## src/design/rsad_pkg.sv

```systemverilog
package rsad_pkg;

  localparam int SENSORS      = 8;
  localparam int RD_W         = 16;
  localparam int ANG_W        = 16;
  localparam int VEC_W        = 37;
  localparam int CORDIC_STAGES = 16;
  localparam int FRONT_STAGES = 4;
  localparam int PIPE_LAT     = FRONT_STAGES + 1 + CORDIC_STAGES + 1;
  localparam int CFG_IDX_W    = 4;
  localparam logic [15:0] THRESHOLD_DEF = 16'd150;
  localparam logic signed [15:0] DIAG_Q15 = 16'sd23170;
  localparam logic [ANG_W-1:0] HALF_TURN = 16'd32768;

  typedef struct packed {
    logic [RD_W-1:0] reading_7;
    logic [RD_W-1:0] reading_6;
    logic [RD_W-1:0] reading_5;
    logic [RD_W-1:0] reading_4;
    logic [RD_W-1:0] reading_3;
    logic [RD_W-1:0] reading_2;
    logic [RD_W-1:0] reading_1;
    logic [RD_W-1:0] reading_0;
  } in_item_t;

  typedef struct packed {
    logic              line_found;
    logic [ANG_W-1:0]  avoid_angle;
  } out_item_t;

  typedef struct packed {
    logic                    valid;
    logic                    found;
    logic signed [VEC_W-1:0] x;
    logic signed [VEC_W-1:0] y;
  } vec_t;

  typedef struct packed {
    logic             valid;
    logic             found;
    logic             zero;
    logic [ANG_W-1:0] angle;
  } ang_t;

  function automatic logic [ANG_W-1:0] atan_entry(input int i);
    logic [ANG_W-1:0] v;
    case (i)
      0:  v = 16'd8192;
      1:  v = 16'd4836;
      2:  v = 16'd2555;
      3:  v = 16'd1297;
      4:  v = 16'd651;
      5:  v = 16'd326;
      6:  v = 16'd163;
      7:  v = 16'd81;
      8:  v = 16'd41;
      9:  v = 16'd20;
      10: v = 16'd10;
      11: v = 16'd5;
      12: v = 16'd3;
      13: v = 16'd1;
      14: v = 16'd1;
      default: v = 16'd0;
    endcase
    return v;
  endfunction

endpackage

```

## src/design/rsad_cordic.sv

```systemverilog
module rsad_cordic (
  input  logic            clk,
  input  logic            rst_n,
  input  rsad_pkg::vec_t  vec,
  output rsad_pkg::ang_t  ang
);
  import rsad_pkg::*;

  logic signed [VEC_W-1:0] x_r [0:CORDIC_STAGES];
  logic signed [VEC_W-1:0] y_r [0:CORDIC_STAGES];
  logic [ANG_W-1:0]        a_r [0:CORDIC_STAGES];
  logic [CORDIC_STAGES:0]  v_r, f_r, z_r;

  always_ff @(posedge clk) begin
    if (vec.x < 0) begin
      x_r[0] <= -vec.x;
      y_r[0] <= -vec.y;
      a_r[0] <= HALF_TURN;
    end else begin
      x_r[0] <= vec.x;
      y_r[0] <= vec.y;
      a_r[0] <= '0;
    end
    z_r[0] <= (vec.x == '0) && (vec.y == '0);
    f_r[0] <= vec.found;
  end

  always_ff @(posedge clk) begin
    if (!rst_n) begin
      v_r <= '0;
    end else begin
      v_r <= {v_r[CORDIC_STAGES-1:0], vec.valid};
    end
  end

  for (genvar i = 0; i < CORDIC_STAGES; i++) begin : g_stage
    always_ff @(posedge clk) begin
      if (y_r[i] >= 0) begin
        x_r[i+1] <= x_r[i] + (y_r[i] >>> i);
        y_r[i+1] <= y_r[i] - (x_r[i] >>> i);
        a_r[i+1] <= a_r[i] + atan_entry(i);
      end else begin
        x_r[i+1] <= x_r[i] - (y_r[i] >>> i);
        y_r[i+1] <= y_r[i] + (x_r[i] >>> i);
        a_r[i+1] <= a_r[i] - atan_entry(i);
      end
      z_r[i+1] <= z_r[i];
      f_r[i+1] <= f_r[i];
    end
  end

  assign ang.valid = v_r[CORDIC_STAGES];
  assign ang.found = f_r[CORDIC_STAGES];
  assign ang.zero  = z_r[CORDIC_STAGES];
  assign ang.angle = a_r[CORDIC_STAGES];

endmodule

```

## config.mk

```make
export PLATFORM = sky130hd
export DESIGN_NAME = rsad_cordic
export DESIGN_NICKNAME = d
export VERILOG_FILES = /design/src/design/rsad_pkg.sv /design/src/design/rsad_cordic.sv
export SDC_FILE = /design/constraint.sdc
export NUM_CORES = 2
export LEC_CHECK = 0
export ABC_CLOCK_PERIOD_IN_PS = 15700
export BUFFER_PORTS_ARGS = -buffer_cell sky130_fd_sc_hd__buf_4
export CORE_ASPECT_RATIO = 1.4
export CORE_UTILIZATION = 39
export CTS_BUF_LIST = sky130_fd_sc_hd__clkbuf_16
export DETAILED_ROUTE_END_ITERATION = 10
export HOLD_SLACK_MARGIN = 0.1
export PLACE_DENSITY_LB_ADDON = 0.15
export SLEW_MARGIN = 40
export SYNTH_ARGS = -nofsm -noshare
export SYNTH_HDL_FRONTEND = slang
export SYNTH_SLANG_ARGS = --single-unit
```

## constraint.sdc

```tcl
create_clock -name clk -period 15.7 [get_ports clk]
set_clock_uncertainty 0.2 [all_clocks]
set_input_delay 3.14 -clock clk [delete_from_list [all_inputs] [get_ports clk]]
set_output_delay 3.14 -clock clk [all_outputs]
set_load 0.03 [all_outputs]
```

==> metrics.yaml <==
ys_types: 87
syn_to_final_growth_pct: 10.0
wirelength_um: 283000
synthArstFlopShare_pct: 0
insertion_delay_ns: 0.83
grt_busiest_layer: "met2"
r2r_slack_ns: 9.62
routed_via_density: 5.48
grt_overflow: 0
ios: 97
io_buffers: 95
synth_ff_type: "dfxtp_1"
coreArea_mm2: 0.245
critPathMaxStageDelay_ns: 0.78
vias: 81254
synth_edf_count: 0
worst-path-buf-inv: 2
post_cts_resized: 0
clock_sinks: 1290
postSynthAreaPerCell_um2: 8.49
cp_top_family: "compound AO/OA/AOI/OAI gates"
crit_type: "reg -> reg"
die_area_mm2: 0.248
cts_buffer_depth: 4
core.rowCount: 215
grt_max_degree: 81
drtIter0Drc: 3449
cp.arrival_ns: 6.60
slew_headroom_pct: 39.0
setup_viol: 0
yosysWarnings: 0
ys_seq_area_share_pct: 26.9
finalHoldViolCount: 0
endpoint_kind: "flop"
finalCritPeriodShare_pct: 38.7
gp_routability_congestion: 0.965
fill_cells: 24502
grt_pass1_vias: 82679
place_area_mm2: 0.100
die_w_um: 421
layout_commonest_cell: "dfxtp_1"
tightest_slew_ns: 0.914
cap_violations: 0
fp.dieH_um: 589
nets: 12778
slew_viol_final: 0
start_util_pct: 39.2
cp.required_ns: 16.21
critPathMaxFanout: 33
status: "complete, no violations"
netlist_instances: 11302
dpl.hpwl_um: 235000
postRouteAntennaNets: 0
cts_tree: "built"
met3_usage_pct: 2.14
antenna_found_initial: 1
post_drt_wl_per_cell_um: 19.1
root_buffer: "clkbuf_16"
syn_area_mm2: 0.0959
ctsHtreeMaxLevel: 4
final.min_clock_period_ns: 6.08
ys_ff_latch: 1290
cts_made_buffers: 155
grtUsageTotal_pct: 22.1
rsz0062_at_grt: "false"
final_cell_mix: "dfxtp_1 (1277), ha_1 (1210), xnor2_1 (1146)"
post-cts-setup-buffers: 0
grt_pass1_wl_um: 441000
clk_pin_slew_ns: 0.06
crit_chain: "buf_4 -> inv_1 -> a31oi_1 -> a21o_1 -> xnor2_1 -> ha_1 -> a21o_1 -> a21oi_1 -> o21ai_0 -> a31oi_1 -> o21ai_0 -> a31o_2 -> a311oi_1 -> o31a_1 -> a41oi_1 -> xor2_1"
final_layout_size_suffix_gt1_share_pct: 4.27
hp-class: "reg -> reg"
crit_slowest_cell: "a31oi_1"
gr-usage-met2_pct: 46.3
fin_setup_tns_ns: 0
fmax_mhz: 164
hold_buffers: 0
dr.pass1.iters: 7
final_area_mm2: 0.105
drc: 0
gr-usage-met1_pct: 19.9
worst_setup_path_start_kind: "flop"
## Yosys cell counts (170+ instances only)
master    number  area [µm²]
xnor2_1     1146       10000
o21a_1       180        1350
nand3_1      195         976
ha_1        1210       15100
nand2_1      667        2500
nor2_1       800        3000
clkbuf_1     175         657
nor2b_1      170        1060
a21oi_1      958        4790
nor3_1       186         931
xor2_1       588        5150
dfxtp_1     1290       25800
inv_1        524        1970
o21ai_0      739        3700
a21o_1       514        3860
o31ai_1      240        1800
## area by class of cell
cell class                 instances  area (µm²)  area share, %
tap                             3255        4070           3.86
inverter                         534        2000           1.90
multi-input combinational       9339       67600           64.1
clock inverter                   110        1040          0.987
clock buffer                     157        3930           3.72
antenna                            1        2.50        0.00237
sequential                      1290       25800           24.5
timing repair buffer             134        1010          0.955
## through the flow
step / hold WS (ns) / cells / worst slack, ns / utilization (%)
after detailed placement: 0.112 / 14551 / 8.77 / 41.0
final: 0.122 / 14820 / 9.62 / 43.1
after global routing: 0.127 / 14820 / 9.30 / 43.1
after floorplan: 0.110 / 11368 / 9.36 / -
after CTS: 0.126 / 14818 / 9.56 / 43.1
after global placement: 0.110 / 14551 / 8.67 / 41.0
## cells by family after synthesis
logic type,count (synthesis),synth area share [%]
flip-flops,1290,26.9
adder cells (fa/ha/maj),1246,16.5
AND/OR/NAND/NOR,2829,14.5
AO/OA/AOI/OAI,3446,23.1
XOR/XNOR,1734,15.8
buffers and inverters,739,2.91
other,1,0.00391
multiplexers,17,0.180
## layer usage
layer	up-vias	part of all wire, %	routed length [µm]
met3	719	2.6	7300
met2	1454	57	160000
met1	38128	35	98000
met4	0	6.2	17700
met5	-	0	0
li1	40953	-	-
## registers in the layout, indices dropped and copies added (netlist names)
register and count:
ang 2, v_r 17, x_r 504, z_r 16
f_r 16, y_r 519, a_r 216
## path summary, 6_finish.rpt
path | from | end | cells after the start
setup / recovery | y_r[2][36] | y_r[3][35] | 16
hold / removal | f_r[9] | f_r[10] | 0
setup reg to reg | y_r[2][36] | y_r[3][35] | 16
hold reg to reg | f_r[9] | f_r[10] | 0
## worst reg2reg max path, stage by stage, from the launching register on
cell and delay [ns]:
dfxtp_2 0.31, buf_4 0.35, inv_1 0.51, a31oi_1 0.80
a21o_1 0.24, xnor2_1 0.22, ha_1 0.34, a21o_1 0.20
a21oi_1 0.18, o21ai_0 0.11, a31oi_1 0.41, o21ai_0 0.42
a31o_2 0.39, a311oi_1 0.56, o31a_1 0.38, a41oi_1 0.17
xor2_1 0.16
Power is left out: the tool's default activity adds up to more than one toggle a clock period on the data nets, which glitch-free logic cannot reach.
