[src/design/rsad_pkg.sv]
package rsad_pkg;

  localparam int SENSORS      = 8;
  localparam int RD_W         = 16;
  localparam int ANG_W        = 16;
  localparam int VEC_W        = 37;
  localparam int CORDIC_STAGES = 16;
  localparam int FRONT_STAGES = 4;
  localparam int PIPE_LAT     = FRONT_STAGES + 1 + CORDIC_STAGES + 1;
  localparam int CFG_IDX_W    = 4;
  localparam logic [15:0] THRESHOLD_DEF = 16'd150;
  localparam logic signed [15:0] DIAG_Q15 = 16'sd23170;
  localparam logic [ANG_W-1:0] HALF_TURN = 16'd32768;

  typedef struct packed {
    logic [RD_W-1:0] reading_7;
    logic [RD_W-1:0] reading_6;
    logic [RD_W-1:0] reading_5;
    logic [RD_W-1:0] reading_4;
    logic [RD_W-1:0] reading_3;
    logic [RD_W-1:0] reading_2;
    logic [RD_W-1:0] reading_1;
    logic [RD_W-1:0] reading_0;
  } in_item_t;

  typedef struct packed {
    logic              line_found;
    logic [ANG_W-1:0]  avoid_angle;
  } out_item_t;

  typedef struct packed {
    logic                    valid;
    logic                    found;
    logic signed [VEC_W-1:0] x;
    logic signed [VEC_W-1:0] y;
  } vec_t;

  typedef struct packed {
    logic             valid;
    logic             found;
    logic             zero;
    logic [ANG_W-1:0] angle;
  } ang_t;

  function automatic logic [ANG_W-1:0] atan_entry(input int i);
    logic [ANG_W-1:0] v;
    case (i)
      0:  v = 16'd8192;
      1:  v = 16'd4836;
      2:  v = 16'd2555;
      3:  v = 16'd1297;
      4:  v = 16'd651;
      5:  v = 16'd326;
      6:  v = 16'd163;
      7:  v = 16'd81;
      8:  v = 16'd41;
      9:  v = 16'd20;
      10: v = 16'd10;
      11: v = 16'd5;
      12: v = 16'd3;
      13: v = 16'd1;
      14: v = 16'd1;
      default: v = 16'd0;
    endcase
    return v;
  endfunction

endpackage

[src/design/rsad_front.sv]
module rsad_front #(
  parameter logic [15:0] THRESHOLD = rsad_pkg::THRESHOLD_DEF
) (
  input  logic                                          clk,
  input  logic                                          rst_n,
  input  logic                                          in_valid,
  input  rsad_pkg::in_item_t                            in_data,
  input  logic [rsad_pkg::SENSORS-1:0][rsad_pkg::RD_W-1:0] baseline,
  output rsad_pkg::vec_t                                vec
);
  import rsad_pkg::*;

  logic [SENSORS-1:0][RD_W-1:0] rd;
  logic [SENSORS-1:0][RD_W-1:0] w_nxt;
  logic [SENSORS-1:0][RD_W-1:0] w_r;
  logic                         v1_r, f1_r, v2_r, f2_r, v3_r, f3_r, v4_r, f4_r;
  logic signed [16:0]           a_r, b_r, a3_r, b3_r;
  logic signed [17:0]           c_r, d_r;
  logic signed [32:0]           pc_r, pd_r;
  logic signed [VEC_W-1:0]      x_r, y_r;

  assign rd = in_data;

  always_comb begin
    logic signed [17:0] ex;
    for (int k = 0; k < SENSORS; k++) begin
      ex = $signed({2'b00, rd[k]}) - $signed({2'b00, baseline[k]})
           - $signed({2'b00, THRESHOLD});
      w_nxt[k] = (ex > 18'sd0) ? ex[RD_W-1:0] : '0;
    end
  end

  always_ff @(posedge clk) begin
    w_r  <= w_nxt;
    a_r  <= $signed({1'b0, w_r[0]}) - $signed({1'b0, w_r[4]});
    b_r  <= $signed({1'b0, w_r[2]}) - $signed({1'b0, w_r[6]});
    c_r  <= $signed({2'b00, w_r[1]}) - $signed({2'b00, w_r[3]})
          - $signed({2'b00, w_r[5]}) + $signed({2'b00, w_r[7]});
    d_r  <= $signed({2'b00, w_r[1]}) + $signed({2'b00, w_r[3]})
          - $signed({2'b00, w_r[5]}) - $signed({2'b00, w_r[7]});
    a3_r <= a_r;
    b3_r <= b_r;
    pc_r <= 33'(c_r * DIAG_Q15);
    pd_r <= 33'(d_r * DIAG_Q15);
    x_r  <= ($signed(VEC_W'(a3_r)) <<< 15) + $signed(VEC_W'(pc_r));
    y_r  <= ($signed(VEC_W'(b3_r)) <<< 15) + $signed(VEC_W'(pd_r));
  end

  always_ff @(posedge clk) begin
    if (!rst_n) begin
      v1_r <= 1'b0; v2_r <= 1'b0; v3_r <= 1'b0; v4_r <= 1'b0;
      f1_r <= 1'b0; f2_r <= 1'b0; f3_r <= 1'b0; f4_r <= 1'b0;
    end else begin
      v1_r <= in_valid;
      f1_r <= |w_nxt;
      v2_r <= v1_r; f2_r <= f1_r;
      v3_r <= v2_r; f3_r <= f2_r;
      v4_r <= v3_r; f4_r <= f3_r;
    end
  end

  assign vec.valid = v4_r;
  assign vec.found = f4_r;
  assign vec.x     = x_r;
  assign vec.y     = y_r;

endmodule

[config.mk]
export PLATFORM = sky130hd
export DESIGN_NAME = rsad_front
export DESIGN_NICKNAME = d
export VERILOG_FILES = /design/src/design/rsad_pkg.sv /design/src/design/rsad_front.sv
export SDC_FILE = /design/constraint.sdc
export NUM_CORES = 2
export LEC_CHECK = 0
export ABC_AREA = 0
export BUFFER_PORTS_ARGS = -buffer_cell sky130_fd_sc_hd__buf_2
export CAP_MARGIN = 5
export CORE_MARGIN = 2
export CORE_UTILIZATION = 35
export CTS_CLUSTER_DIAMETER = 100
export DETAILED_ROUTE_END_ITERATION = 7
export GPL_TIMING_DRIVEN = 0
export HOLD_SLACK_MARGIN = 0.08
export SYNTH_ARGS = -nofsm -noshare
export SYNTH_HDL_FRONTEND = slang
export SYNTH_SLANG_ARGS = --single-unit
[constraint.sdc]
create_clock -name clk -period 7.05 [get_ports clk]
set_clock_uncertainty 0.05 [all_clocks]
set_input_delay 0 -clock clk [delete_from_list [all_inputs] [get_ports clk]]
set_output_delay 0 -clock clk [all_outputs]
set_load 0.05 [all_outputs]
==> flow_metrics.tcl <==
set metrics [dict create \
    yosys.area.top_type "dfxtp_1" \
    path_buf_inv 4 \
    synthTopCellsByCount "inv_1 (647), ha_1 (521), dfxtp_1 (370), nor2_1 (301), fa_1 (197)" \
    cp-start-kind "register" \
    min_period_ns 6.03 \
    fin_tns_setup_ns 0 \
    cts.hold.buffers_added 93 \
    final_max_slew_viol_count 0 \
    worstSetupPathType "register to register" \
    drt_iter0_markers 1286 \
    antenna_found_initial 9 \
    crit_slowest_cell "o41ai_1" \
    vias 26125 \
    grt-ovfl-total 0 \
    syn_inst 3696 \
    io_pins 335 \
    status "completed" \
    critPathTopFamily "adder cells" \
    synth_ff_type "dfxtp_1" \
    post_cts_resized 0 \
    drcViolationCount 0 \
    period_share 0.856 \
    cts-root-buf "clkbuf_16" \
    finalInstanceArea_mm2 0.0385 \
    grt_start_max_net_pins 19 \
    tightestPinTransition_ns 1.02 \
    dr.pass1.iters 5 \
    holdWs_ns 0.104 \
    wl_um 79800 \
    synth_edf_count 0 \
    die_area_mm2 0.0957 \
    netlist-cell-type-count 106 \
    synth_top_area_share 0.227 \
    syn_area_mm2 0.0326 \
    dieWidth_um 309 \
    cts_buffers 45 \
    viasPerCell 4.79 \
    clockBufferDepth 3 \
    ant_nets 0 \
    grt_usage 0.166 \
    area_growth_pct 17.8 \
    cts_max_level 2 \
    nNetsFinal 5146 \
    critPathCaptureType "register" \
    hold_class "input pin to register" \
    maxSlewHeadroom 0.316 \
    start_util 0.354 \
    critPathMaxFanout 6 \
    yosysSeqAreaShare 0.227 \
    yosys_warnings 0 \
    post_drt_wl_per_cell_um 14.6 \
    io_buffers 332 \
    grt_pass1_wl_um 127000 \
    dpl_cell_area_mm2 0.0359 \
    drv_cap 0 \
    layout-drive-gt1-share 0.118 \
    setup_ws_ns 1.02 \
    fmax_mhz 166 \
    ff2ff_setup_slack_ns 1.02 \
    clkTransAtPathRegs_ns 0.06 \
    cts_setup_buffers 0 \
    ys_async_sr_fraction 0 \
    cts.sinks 370 \
    final-hold-violation-count 0 \
    clock_latency_ns 0.60 \
    finalSetupViolCount 0 \
    place_congestion 0.896 \
    regArea_mm2 0.00741 \
    dp_slack_ns 1.08 \
    slowest_delay_ns 0.60 \
    grt_pass1_vias 25067 \
    crit_chain "ha_1, inv_1, fa_1, inv_1, fa_1, inv_1, fa_1, inv_1, fa_1, ha_1, ha_1, and2_1, o21ai_0, o21ai_0, o41ai_1, o21ai_0, o41a_1, nand4_1, nand3_1, o211ai_1, xnor2_1" \
    cts_tree "done" \
    rsz0062_at_grt "no" \
    dpl.hpwl_um 67500 \
    worstPathArrival_ns 6.53 \
    core_area_mm2 0.0921 \
    fp.dieH_um 309 \
    netlist_top_cells_area "dfxtp_1 (23%), ha_1 (20%), fa_1 (12%), inv_1 (7.4%), xnor2_1 (4.9%)" \
    syn_area_per_cell_um2 8.83 \
    ys_ff_latch 370 \
    fill_cells 9207 \
    cp_data_required_time_ns 7.54 \
    multi_input_area_mm2 0.0225 \
    row_count 111 \
    synth.most_common_cell "inv_1" \
]
-- stage by stage --
stage,utilization,cells
5_1_grt,0.418,5453
6_report,0.418,5456
3_5_place_dp,0.389,5272
2_1_floorplan,-,3697
4_1_cts,0.417,5449
3_3_place_gp,0.389,5272
-- cells by family (layout without fill, tap and decap cells) --
group / Yosys count / after routing / share of synthesized area
multiplexers: 10 / 10 / 0.00311
buffers and inverters: 697 / 1206 / 0.0822
AO/OA/AOI/OAI: 743 / 743 / 0.156
adder cells (fa/ha/maj): 718 / 718 / 0.321
XOR/XNOR: 284 / 284 / 0.0767
flip-flops: 370 / 370 / 0.227
AND/OR/NAND/NOR: 873 / 873 / 0.134
other: 1 / 9 / 0.000115
-- path summary, 6_finish.rpt --
path                            cells past startpoint        to         from
worst min register to register                      0   b3_r[3]       b_r[3]
worst max register to register                     21  pd_r[31]       d_r[9]
worst min-delay path                                5   w_r[15]  in_data[14]
worst max-delay path                               21  pd_r[31]       d_r[9]
-- final cells by class --
class	instances	share of cell area
diodes	7	0.000455
plain buffers	50	0.00660
clock buffers	54	0.0315
clock inverters	30	0.0116
inverters	647	0.0632
multi-input cells	2630	0.586
flip-flops and latches	370	0.193
well taps	1243	0.0404
repair buffers	425	0.0674
-- state kept, by name (all words and copies together) (netlist names) --
signal / flops
w_r: 128
c_r: 18
pd_r: 32
pc_r: 32
v1_r: 1
f2_r: 1
v2_r: 1
v4_r: 1
f3_r: 1
x_r: 33
d_r: 18
y_r: 33
b_r: 17
f4_r: 1
v3_r: 1
f1_r: 1
a3_r: 17
a_r: 17
b3_r: 17
-- tightest hold or removal path: cells and delay by family --
family / cells / cell delay, ns
compound gates: 3 / 0.42
fa+ha+maj: 1 / 0.21
buf+inv: 1 / 0.08
-- cells in the final DEF (no fill, tap or decap), types with 11 or more instances in the layout --
cell           netlist  routed
o21a_1              38      38
and2_1              28      28
xor2_1             101     101
dlygate4sd3_1        0      93
buf_4               11      11
or3_1               37      37
o211ai_1            21      21
nand2_1            133     133
fa_1               197     197
o2111ai_1           12      12
ha_1               521     521
clkbuf_16            0      45
nor2b_1             52      52
nor3_1              69      69
a21oi_1            160     160
a221oi_1            11      11
clkbuf_1            28      32
inv_1              647     647
nand4_1             19      19
nand2b_1            45      45
buf_2                8     340
nand3_1             52      52
a21boi_0            36      36
o21bai_1            23      23
xnor2_1            181     181
nor3b_1             18      18
o31ai_1             14      14
nor4_1              18      18
o21ai_0            156     156
or2_2               19      19
and3_1              31      31
dfxtp_1            370     370
a211oi_1            20      20
a31oi_1             37      37
a21o_1              73      73
nor2_1             301     301
-- routing by layer --
metal | part of all wire | vias to the layer above | global-route usage | wire [um]
li1 | - | 13443 | - | -
met1 | 0.49 | 12167 | 0.231 | 39300
met2 | 0.44 | 411 | 0.266 | 35300
met3 | 0.039 | 102 | 0.0227 | 3120
met4 | 0.026 | 2 | 0.0474 | 2050
met5 | 0.00023 | - | 0 | 18
Power is left out: the tool's default activity adds up to more than one toggle a clock period on the data nets, which glitch-free logic cannot reach.
